--- config.mk ---
export PLATFORM = sky130hd
export DESIGN_NAME = wheel_odometry_dead_reckoning
export DESIGN_NICKNAME = d
export VERILOG_FILES = /design/src/hdl/wodr_pkg.sv /design/src/hdl/wodr_mul.sv /design/src/hdl/wodr_cordic.sv /design/src/hdl/wheel_odometry_dead_reckoning.sv
export VERILOG_INCLUDE_DIRS = /design/src /design/src/hdl
export SDC_FILE = /design/constraint.sdc
export NUM_CORES = 2
export LEC_CHECK = 0
export BUFFER_PORTS_ARGS = -buffer_cell sky130_fd_sc_hd__buf_4
export CORE_UTILIZATION = 51
export CTS_BUF_LIST = sky130_fd_sc_hd__clkbuf_4 sky130_fd_sc_hd__clkbuf_8
export DETAILED_ROUTE_END_ITERATION = 16
export HOLD_SLACK_MARGIN = 0.05
export PLACE_DENSITY = 0.67
export SYNTH_ARGS = -nofsm -noshare
export SYNTH_HDL_FRONTEND = slang
export SYNTH_SLANG_ARGS = --single-unit
--- constraint.sdc ---
create_clock -name clk -period 28.7 [get_ports clk]
set_input_delay 2.87 -clock clk [delete_from_list [all_inputs] [get_ports clk]]
set_output_delay 2.87 -clock clk [all_outputs]
set_load 0.005 [all_outputs]
--- src/hdl/wheel_odometry_dead_reckoning_defines.svh ---
// Assertion macros for the odometry block.
// WODR_ASSERT_IMP: same-cycle implication, WODR_ASSERT_NXT: next-cycle implication.
`ifndef WHEEL_ODOMETRY_DEAD_RECKONING_DEFINES_SVH
`define WHEEL_ODOMETRY_DEAD_RECKONING_DEFINES_SVH

`ifndef SYNTH
`define WODR_ASSERT_IMP(label, clk, rst_n, ante, cons) \
  label: assert property (@(posedge clk) disable iff (!rst_n) (ante) |-> (cons)) \
    else $error("odometry assertion failed (same cycle)");
`define WODR_ASSERT_NXT(label, clk, rst_n, ante, cons) \
  label: assert property (@(posedge clk) disable iff (!rst_n) (ante) |=> (cons)) \
    else $error("odometry assertion failed (next cycle)");
`else
`define WODR_ASSERT_IMP(label, clk, rst_n, ante, cons)
`define WODR_ASSERT_NXT(label, clk, rst_n, ante, cons)
`endif

`endif

--- src/hdl/wodr_pkg.sv ---
`timescale 1ns / 1ps
`default_nettype none

package wodr_pkg;

  localparam int DATA_W            = 32;
  localparam int ANG_W             = 34;
  localparam int MUL_W             = 33;
  localparam int PROD_W            = 2 * MUL_W;

  localparam int CORDIC_ITERATIONS = 16;
  localparam int ATAN_ENTRIES      = 24;
  localparam int ATAN_IDX_W        = $clog2(ATAN_ENTRIES);
  localparam int ITER_W            = (CORDIC_ITERATIONS > 1) ? $clog2(CORDIC_ITERATIONS) : 1;

  localparam logic signed [ANG_W-1:0] Q30_HALF_PI = 34'sd1686629713;
  localparam logic signed [ANG_W-1:0] Q30_PI      = 34'sd3373259426;
  localparam logic signed [ANG_W-1:0] Q30_GAIN    = 34'sd652032874;

  localparam int CFG_ADDR_W = 2;
  localparam int CFG_DATA_W = 24;

  typedef enum logic [CFG_ADDR_W-1:0] {
    CFG_METRES_PER_COUNT = 2'd0,
    CFG_SPEED_GAIN       = 2'd1,
    CFG_POSITION_STEP    = 2'd2
  } cfg_reg_t;

  localparam logic [23:0] MPC_RESET   = 24'd3088;
  localparam logic [15:0] GAIN_RESET  = 16'd200;
  localparam logic [15:0] PSTEP_RESET = 16'd66;

  typedef struct packed {
    logic busy;
    logic done;
  } cor_status_t;

  // atan(2^-i) in Q30, truncated
  function automatic logic [29:0] atan_q30(input logic [ATAN_IDX_W-1:0] idx);
    logic [29:0] t;
    case (idx)
      5'd0:    t = 30'd843314856;
      5'd1:    t = 30'd497837829;
      5'd2:    t = 30'd263043836;
      5'd3:    t = 30'd133525158;
      5'd4:    t = 30'd67021686;
      5'd5:    t = 30'd33543515;
      5'd6:    t = 30'd16775850;
      5'd7:    t = 30'd8388437;
      5'd8:    t = 30'd4194282;
      5'd9:    t = 30'd2097149;
      5'd10:   t = 30'd1048575;
      5'd11:   t = 30'd524287;
      5'd12:   t = 30'd262143;
      5'd13:   t = 30'd131071;
      5'd14:   t = 30'd65535;
      5'd15:   t = 30'd32767;
      5'd16:   t = 30'd16383;
      5'd17:   t = 30'd8191;
      5'd18:   t = 30'd4095;
      5'd19:   t = 30'd2047;
      5'd20:   t = 30'd1023;
      5'd21:   t = 30'd511;
      5'd22:   t = 30'd255;
      5'd23:   t = 30'd127;
      default: t = 30'd0;
    endcase
    return t;
  endfunction

endpackage

`default_nettype wire

--- src/hdl/wodr_mul.sv ---
`timescale 1ns / 1ps
`default_nettype none

module wodr_mul (
  input  logic                               clk,
  input  logic signed [wodr_pkg::MUL_W-1:0]  op_a,
  input  logic signed [wodr_pkg::MUL_W-1:0]  op_b,
  output logic signed [wodr_pkg::PROD_W-1:0] prod_r
);
  import wodr_pkg::*;

  logic signed [PROD_W-1:0] prod_nxt;

  assign prod_nxt = op_a * op_b;

  always_ff @(posedge clk) begin
    prod_r <= prod_nxt;
  end

endmodule

`default_nettype wire

--- src/hdl/wodr_cordic.sv ---
`timescale 1ns / 1ps
`default_nettype none

module wodr_cordic (
  input  logic                              clk,
  input  logic                              rst_n,
  input  logic                              start,
  input  logic signed [15:0]                heading,
  output wodr_pkg::cor_status_t             status,
  output logic signed [wodr_pkg::DATA_W-1:0] cos_q30,
  output logic signed [wodr_pkg::DATA_W-1:0] sin_q30
);
  import wodr_pkg::*;

  typedef enum logic [1:0] {
    C_IDLE,
    C_RUN,
    C_FIX
  } cstate_t;

  cstate_t                 state_r;
  logic [ITER_W-1:0]       iter_r;
  logic signed [ANG_W-1:0] x_r, y_r, a_r;
  logic signed [ANG_W-1:0] x_nxt, y_nxt, a_nxt;
  logic                    flip_r;
  logic                    done_r;
  logic signed [DATA_W-1:0] cos_r, sin_r;

  logic signed [ANG_W-1:0] a_in, a_fold;
  logic                    flip_in;
  logic [ATAN_IDX_W-1:0]   idx;
  logic signed [ANG_W-1:0] xs, ys, t_ang;
  logic signed [ANG_W-1:0] x_neg, y_neg;

  // heading Q3.13 to Q4.30, then fold by a half turn
  always_comb begin
    a_in    = {heading[15], heading, 17'b0};
    a_fold  = a_in;
    flip_in = 1'b0;
    if (a_in > Q30_HALF_PI) begin
      a_fold  = a_in - Q30_PI;
      flip_in = 1'b1;
    end else if (a_in < -Q30_HALF_PI) begin
      a_fold  = a_in + Q30_PI;
      flip_in = 1'b1;
    end
  end

  // one micro-rotation per cycle through the shifters shared by all iterations
  always_comb begin
    idx   = ATAN_IDX_W'(iter_r);
    xs    = x_r >>> idx;
    ys    = y_r >>> idx;
    t_ang = {{(ANG_W-30){1'b0}}, atan_q30(idx)};
    if (!a_r[ANG_W-1]) begin
      x_nxt = x_r - ys;
      y_nxt = y_r + xs;
      a_nxt = a_r - t_ang;
    end else begin
      x_nxt = x_r + ys;
      y_nxt = y_r - xs;
      a_nxt = a_r + t_ang;
    end
    x_neg = -x_r;
    y_neg = -y_r;
  end

  always_ff @(posedge clk) begin
    if (!rst_n) begin
      state_r <= C_IDLE;
      done_r  <= 1'b0;
    end else begin
      unique case (state_r)
        C_IDLE: begin
          if (start) begin
            state_r <= C_RUN;
            done_r  <= 1'b0;
          end
        end
        C_RUN: begin
          if (iter_r == ITER_W'(CORDIC_ITERATIONS - 1)) begin
            state_r <= C_FIX;
          end
        end
        C_FIX: begin
          state_r <= C_IDLE;
          done_r  <= 1'b1;
        end
        default: state_r <= C_IDLE;
      endcase
    end
  end

  always_ff @(posedge clk) begin
    if (state_r == C_IDLE && start) begin
      x_r    <= Q30_GAIN;
      y_r    <= '0;
      a_r    <= a_fold;
      flip_r <= flip_in;
      iter_r <= '0;
    end else if (state_r == C_RUN) begin
      x_r    <= x_nxt;
      y_r    <= y_nxt;
      a_r    <= a_nxt;
      iter_r <= iter_r + 1'b1;
    end
    if (state_r == C_FIX) begin
      cos_r <= flip_r ? x_neg[DATA_W-1:0] : x_r[DATA_W-1:0];
      sin_r <= flip_r ? y_neg[DATA_W-1:0] : y_r[DATA_W-1:0];
    end
  end

  assign status.busy = (state_r != C_IDLE);
  assign status.done = done_r;
  assign cos_q30     = cos_r;
  assign sin_q30     = sin_r;

endmodule

`default_nettype wire

--- src/hdl/wheel_odometry_dead_reckoning.sv ---
// Channel  Dir  Handshake              Payload
// in       in   in_valid / in_stall    in_count_delta, in_heading
// out      out  out_valid / out_stall  out_travelled, out_speed, out_pos_x_out, out_pos_y_out
// cfg      in   cfg_we                 cfg_addr, cfg_wdata
//
// The interval from one transfer in to the next possible transfer in is set by the
// iterative CORDIC; the input stalls until the item is done, and the scaling
// products run on the shared multiplier while it rotates.
// Synchronous active-low reset restores register defaults and clears the accumulators.
// A finished result waits in the output register; a new item is taken meanwhile and
// only holds in its last step while that register is still occupied.
`timescale 1ns / 1ps
`default_nettype none
`include "wheel_odometry_dead_reckoning_defines.svh"

module wheel_odometry_dead_reckoning (
  input  logic                                  clk,
  input  logic                                  rst_n,
  input  logic                                  in_valid,
  output logic                                  in_stall,
  input  logic signed [15:0]                    in_count_delta,
  input  logic signed [15:0]                    in_heading,
  output logic                                  out_valid,
  input  logic                                  out_stall,
  output logic signed [wodr_pkg::DATA_W-1:0]    out_travelled,
  output logic signed [wodr_pkg::DATA_W-1:0]    out_speed,
  output logic signed [wodr_pkg::DATA_W-1:0]    out_pos_x_out,
  output logic signed [wodr_pkg::DATA_W-1:0]    out_pos_y_out,
  input  logic                                  cfg_we,
  input  logic [wodr_pkg::CFG_ADDR_W-1:0]       cfg_addr,
  input  logic [wodr_pkg::CFG_DATA_W-1:0]       cfg_wdata
);
  import wodr_pkg::*;

  typedef enum logic [3:0] {
    S_IDLE,
    S_P,
    S_GLO,
    S_GHI,
    S_SPD,
    S_SAT,
    S_VDT,
    S_VRND,
    S_MX,
    S_MY,
    S_AX,
    S_DONE
  } state_t;

  state_t state_r, state_nxt;

  logic [23:0] mpc_r;
  logic [15:0] gain_r, pstep_r;

  logic [DATA_W-1:0] dist_r, posx_r, posy_r;
  logic              out_valid_r;
  logic [DATA_W-1:0] out_trav_r, out_spd_r, out_x_r, out_y_r;

  logic signed [16:0] d_r;
  logic [40:0]        p_r;
  logic [40:0]        lo_r;
  logic [57:0]        pg_r;
  logic [DATA_W-1:0]  spd_r, vdt_r, rx_r, ry_r;

  logic signed [MUL_W-1:0]  op_a, op_b;
  logic signed [PROD_W-1:0] prod;

  cor_status_t              cor_st;
  logic signed [DATA_W-1:0] cor_cos, cor_sin;

  logic in_acc, out_free;
  logic [40:0] p_rnd, lo_sum;
  logic [57:0] pg_sum;
  logic [49:0] spd_wide;
  logic        spd_fits;
  logic [DATA_W-1:0] spd_sat;
  logic [47:0] vdt_sum;
  logic [61:0] rnd30;
  logic [16:0] d_neg;

  assign in_stall = (state_r != S_IDLE);
  assign in_acc   = in_valid && !in_stall;
  assign out_free = !out_valid_r || !out_stall;

  wodr_mul u_mul (
    .clk    (clk),
    .op_a   (op_a),
    .op_b   (op_b),
    .prod_r (prod)
  );

  wodr_cordic u_cordic (
    .clk     (clk),
    .rst_n   (rst_n),
    .start   (in_acc),
    .heading (in_heading),
    .status  (cor_st),
    .cos_q30 (cor_cos),
    .sin_q30 (cor_sin)
  );

  // operand select for the shared multiplier
  always_comb begin
    op_a = '0;
    op_b = '0;
    unique case (state_r)
      S_P: begin
        op_a = MUL_W'(d_r);
        op_b = {9'b0, mpc_r};
      end
      S_GLO: begin
        op_a = {9'b0, prod[23:0]};
        op_b = {17'b0, gain_r};
      end
      S_GHI: begin
        op_a = {{16{p_r[40]}}, p_r[40:24]};
        op_b = {17'b0, gain_r};
      end
      S_VDT: begin
        op_a = {spd_r[DATA_W-1], spd_r};
        op_b = {17'b0, pstep_r};
      end
      S_MX: begin
        op_a = {vdt_r[DATA_W-1], vdt_r};
        op_b = {cor_cos[DATA_W-1], cor_cos};
      end
      S_MY: begin
        op_a = {vdt_r[DATA_W-1], vdt_r};
        op_b = {cor_sin[DATA_W-1], cor_sin};
      end
      default: ;
    endcase
  end

  // rounding adds: add half an LSB, then drop the low bits; also negate the count and saturate the speed
  always_comb begin
    d_neg    = -{in_count_delta[15], in_count_delta};
    p_rnd    = p_r + 41'd128;
    lo_sum   = prod[40:0] + 41'd128;
    pg_sum   = {prod[33:0], 24'b0} + {17'b0, lo_r};
    spd_wide = pg_r[57:8];
    spd_fits = (spd_wide[49:31] == '0) || (spd_wide[49:31] == '1);
    if (spd_fits) begin
      spd_sat = spd_wide[DATA_W-1:0];
    end else if (spd_wide[49]) begin
      spd_sat = {1'b1, {(DATA_W-1){1'b0}}};
    end else begin
      spd_sat = {1'b0, {(DATA_W-1){1'b1}}};
    end
    vdt_sum  = prod[47:0] + 48'h8000;
    rnd30    = prod[61:0] + 62'h2000_0000;
  end

  always_comb begin
    state_nxt = state_r;
    unique case (state_r)
      S_IDLE: if (in_acc) state_nxt = S_P;
      S_P:    state_nxt = S_GLO;
      S_GLO:  state_nxt = S_GHI;
      S_GHI:  state_nxt = S_SPD;
      S_SPD:  state_nxt = S_SAT;
      S_SAT:  state_nxt = S_VDT;
      S_VDT:  state_nxt = S_VRND;
      S_VRND: state_nxt = S_MX;
      S_MX:   if (cor_st.done) state_nxt = S_MY;
      S_MY:   state_nxt = S_AX;
      S_AX:   state_nxt = S_DONE;
      S_DONE: if (out_free) state_nxt = S_IDLE;
      default: state_nxt = S_IDLE;
    endcase
  end

  always_ff @(posedge clk) begin
    if (!rst_n) begin
      state_r     <= S_IDLE;
      out_valid_r <= 1'b0;
      mpc_r       <= MPC_RESET;
      gain_r      <= GAIN_RESET;
      pstep_r     <= PSTEP_RESET;
      dist_r      <= '0;
      posx_r      <= '0;
      posy_r      <= '0;
    end else begin
      state_r <= state_nxt;
      if (cfg_we) begin
        unique case (cfg_addr)
          CFG_METRES_PER_COUNT: mpc_r   <= cfg_wdata;
          CFG_SPEED_GAIN:       gain_r  <= cfg_wdata[15:0];
          CFG_POSITION_STEP:    pstep_r <= cfg_wdata[15:0];
          default: ;
        endcase
      end
      if (state_r == S_GHI) begin
        dist_r <= dist_r + p_rnd[39:8];
      end
      if (state_r == S_AX) begin
        posx_r <= posx_r + rx_r;
      end
      if (state_r == S_DONE && out_free) begin
        posy_r      <= posy_r + ry_r;
        out_valid_r <= 1'b1;
        out_trav_r  <= dist_r;
        out_spd_r   <= spd_r;
        out_x_r     <= posx_r;
        out_y_r     <= posy_r + ry_r;
      end else if (!out_stall) begin
        out_valid_r <= 1'b0;
      end
    end
  end

  // datapath holding registers
  always_ff @(posedge clk) begin
    if (in_acc) d_r <= d_neg;
    unique case (state_r)
      S_GLO:  p_r   <= prod[40:0];
      S_GHI:  lo_r  <= lo_sum;
      S_SPD:  pg_r  <= pg_sum;
      S_SAT:  spd_r <= spd_sat;
      S_VRND: vdt_r <= vdt_sum[47:16];
      S_MY:   rx_r  <= rnd30[61:30];
      S_AX:   ry_r  <= rnd30[61:30];
      default: ;
    endcase
  end

  assign out_valid     = out_valid_r;
  assign out_travelled = out_trav_r;
  assign out_speed     = out_spd_r;
  assign out_pos_x_out = out_x_r;
  assign out_pos_y_out = out_y_r;

  `WODR_ASSERT_NXT(a_accept_blocks_next, clk, rst_n, in_valid && !in_stall, in_stall)
  `WODR_ASSERT_IMP(a_cordic_ready_for_sin, clk, rst_n, state_r == S_MY, cor_st.done)
  `WODR_ASSERT_IMP(a_cordic_quiet_when_idle, clk, rst_n, state_r == S_IDLE, !cor_st.busy)

endmodule

`default_nettype wire

==> results.txt <==
The flow ran to the end, and the final reports show no timing, DRC or antenna violations. Detailed routing inserted a total of 66,700 vias. In the finished design, the share of the clock period the worst path needs comes to 39.4%. Cell class contributing the biggest share of worst-path delay: adder cells. The tools report the cell area after technology mapping as 0.0833 sq mm. The share of total power dissipated in combinational logic is 53.5%. For the gate count of the mapped netlist, the log shows 8,885. Counting distinct cell types in the post-synthesis netlist gives 89. For this design the static power due to leakage is 39.8 nW. In this run the tightest slew margin relative to its limit is 8.33%.

The number of nets in the synthesized netlist is 10,500. The smallest clock period supported by the final layout is computed as 11.30 ns. During placement, the flow inserted port buffers numbering 192. Buffers inserted to repair hold after CTS numbered 0. After filler insertion, the fill cell instance count of the layout stands at 14,300. The root buffer cell chosen for the clock tree is clkbuf_8.

The global router's overall resource usage was 34.3%; the share of post-route cells with drive strength above 1 was 8.75%. The highest-delay cell along the critical path is nor2_4. The clock net in this run drives a total of 812 sinks. On the final layout, the worst hold slack is 0.383 ns. Arrival time at the worst endpoint: 12.10 ns.

Entering global routing, the biggest net connects 75 pins. TritonCTS built the clock tree. Dividing the detail-routed via count by the number of cells gives 5.95. Setup violations remaining at the end of the flow were counted as 0.

The share of the synthesized area in the top cell type was 26.2%; the overall power was 6.34 mW. The die covers 0.165 sq mm. The worst path buffer plus inverter count was 5; the half-perimeter wire length after detailed placement was 215,000 microns. In this run the mean area of a mapped cell was 9.37 sq um. Post-CTS repair changed the size of 0 cells.

The tools report the count of final hold-check violations as 0. Cell seen most often among critical-path stages: fa_1. The routed length per placed instance was 25.0 microns. The first TritonRoute pass finished after 8 iterations. The kind of critical path is reg2reg.

The register bit total from synthesis works out to 812. Setup repair after global routing left no endpoint under its margin. The tools report the post-CTS setup buffer count as 0. The internal portion of the total power is 3.49 mW. The area growth from synthesis to layout came out at 8.46%.

The tools report the kind of capture point of the worst setup path as a flip-flop. Post-detailed-route count of antenna-violating nets: 0. In this run the deepest clock path goes through 3 buffers.

The class of the most critical hold timing path was reg2reg. Yosys printed 0 warnings. The tools report the type of origin of the critical path as a flip-flop. Across the VDD grid, the largest voltage drop is 0.108 mV. For this run, the post-layout net count is 10,500. The number of flops mapped to enable cells by yosys works out to 489. The leftover overflow at the end of global routing was 0; the clock latency at the later pin of the worst-skew pair was 0.92 ns. After floorplanning, the core was divided into 147 placement rows.

The effective utilization at floorplan came out at 51.6%. The fraction of power spent switching nets works out to 44.9%. The run gives 67,300 as the via count of the first global-routing pass. The clock slew at the register clock pins of the worst setup and hold paths came out at 0.07 ns. Based on the critical path, the design can be clocked at up to 88.5 MHz.

In the post-synthesis netlist, the biggest area contributors are fa_1 26%, edfxtp_1 18%, dfxtp_1 7.8%, ha_1 6.6%, nand2_1 6.0%. Number of remaining DRC errors: 0. Wires add up to 281,000 microns.

After routing, the total negative slack on setup checks comes to 0 ns. For the worst setup path, the data required time is 29.51 ns. The initial antenna violation count came out at 20. In this run, the number of DRC markers left after iteration 0 of detailed routing was 6,807. The critical path runs through a total of 29 cells. Summed over all instances, the cell type with the most area after synthesis is fa_1. The run gives 0 as the max-cap violation count.

Predominant post-synthesis flop cell: edfxtp_1. The run gives 418,000 microns as the first-pass GRT wire length. The logs give 25.4% for the post-synthesis sequential area ratio and 2.84 mW for the switching power total. The delay contributed by the slowest stage of the critical path is 0.88 ns, and the final worst clock skew is 0.0618 ns.

For the pin with the worst max-slew slack, the measured transition is 1.36 ns. The tools report the total I/O pin count as 193. The worst-case reg-to-reg path depth is 29. Max-slew violation total from the final report: 0. The proportion of register bits with asynchronous set or reset after synthesis was 0%. The number of H-tree levels is 4, and the pre-CTS worst setup slack is 17.55 ns. From left edge to right edge, the die measures 406 microns. The die is 406 microns tall.

Along the worst path, the maximum fanout reaches 39. The worst hold path was traced through 0 stages. The core region area was 0.161 sq mm; the number of buffers added by the clock tree synthesis step was 146.

The routability congestion estimate from global placement was 1.01; the worst setup margin was 17.40 ns. The clock network is responsible for 19.7% of the overall power. The sequential share of power is 26.7%, and the power per unit of standard cell area is 70.1 mW/mm^2.
[layout by cell type (no fill, tap or decap), types with 67 or more instances in the layout]
cell	count
a21o_1	184
a21oi_1	430
and3_1	68
buf_4	349
clkbuf_8	162
dfxtp_1	319
edfxtp_1	489
fa_1	1088
ha_1	439
inv_1	1130
mux4_2	67
nand2_1	1339
nand3_1	154
nand4_1	68
nor2_1	753
nor3_1	85
o21ai_0	270
xnor2_1	345
xor2_1	205
[routing by layer]
layer  vias up  GRT usage (%)  part of all wire [%]
li1      29400              -                     -
met1     32900           42.4                    38
met2      3562           54.1                    45
met3       904           9.05                    10
met4        20           19.7                   6.7
met5         -              0                 0.043
[kinds of logic after synthesis]
family	Yosys count	synth area share, %
AND/OR/NAND/NOR	2802	14.6
buffers and inverters	1605	7.36
adder cells (fa/ha/maj)	1528	32.8
AO/OA/AOI/OAI	1418	10.9
flip-flops	812	25.4
XOR/XNOR	550	5.78
multiplexers	170	3.17
[path summary, 6_finish.rpt]
check | to | slack (ns) | startpoint
setup / recovery | u_mul.prod_r[59]$_DFF_P_ | 17.40 | state_r[3]$_SDFFE_PN0P_
hold / removal | pg_r[8]$_DFFE_PP_ | 0.38 | lo_r[8]$_DFFE_PN_
setup reg to reg | u_mul.prod_r[59]$_DFF_P_ | 17.40 | state_r[3]$_SDFFE_PN0P_
hold reg to reg | pg_r[8]$_DFFE_PP_ | 0.38 | lo_r[8]$_DFFE_PN_
[worst reg2reg max path: cells and delay by family, from the launching register on]
kind | cells | cell delay [ns]
adder cells (fa/ha/maj) | 9 | 4.31
AO/OA/AOI/OAI | 10 | 3.41
AND/OR/NAND/NOR | 5 | 2.18
buffers and inverters | 5 | 0.77
flip-flops | 1 | 0.50
[area by class of cell]
class / count / area, sq um / area share (%)
diodes: 10 / 25.0 / 0.0277
clock buffers: 209 / 2580 / 2.86
clock inverters: 62 / 757 / 0.838
inverters: 1138 / 4270 / 4.73
multi-input cells: 6468 / 56200 / 62.2
flip-flops and latches: 812 / 21200 / 23.4
well taps: 2160 / 2700 / 2.99
repair buffers: 349 / 2620 / 2.90
[cells in the mapped netlist (all sizes together) (184+ instances only)]
master  instances
xnor2         345
fa           1089
o21ai         276
nor2          764
ha            439
xor2          205
dfxtp         323
clkbuf        388
nand2        1339
edfxtp        489
a21o          184
inv          1134
a21oi         431
[flip-flops by register name (all words and copies together) (netlist names), 32 cells and up]
register,count
u_cordic.x_r,34
p_r,34
ry_r,32
u_cordic.y_r,34
rx_r,32
u_mul.prod_r,62
dist_r,32
out_pos_x_out,32
spd_r,32
out_speed,32
vdt_r,32
u_cordic.sin_q30,32
pg_r,50
lo_r,33
u_cordic.a_r,34
out_travelled,32
u_cordic.cos_q30,32
posy_r,32
out_pos_y_out,32
posx_r,32
[power by group through the flow]
stage          Clock, mW  Sequential [mW]  Combinational (mW)
2_1_floorplan          0             1.53                2.55
3_3_place_gp           0             1.70                3.27
3_5_place_dp           0             1.71                3.31
4_1_cts             1.27             1.68                3.34
5_1_grt             1.32             1.70                3.71
6_report            1.25             1.69                3.39
[metrics by stage]
stage / instance area, sq um / utilization, % / std cells
3_5_place_dp: 87000 / 53.9 / 10900
5_1_grt: 90300 / 56.0 / 11200
3_3_place_gp: 87000 / 53.9 / 10900
6_report: 90300 / 56.0 / 11200
4_1_cts: 90300 / 56.0 / 11200
2_1_floorplan: 83300 / - / 8885
Power figures use the tool's default switching activity.
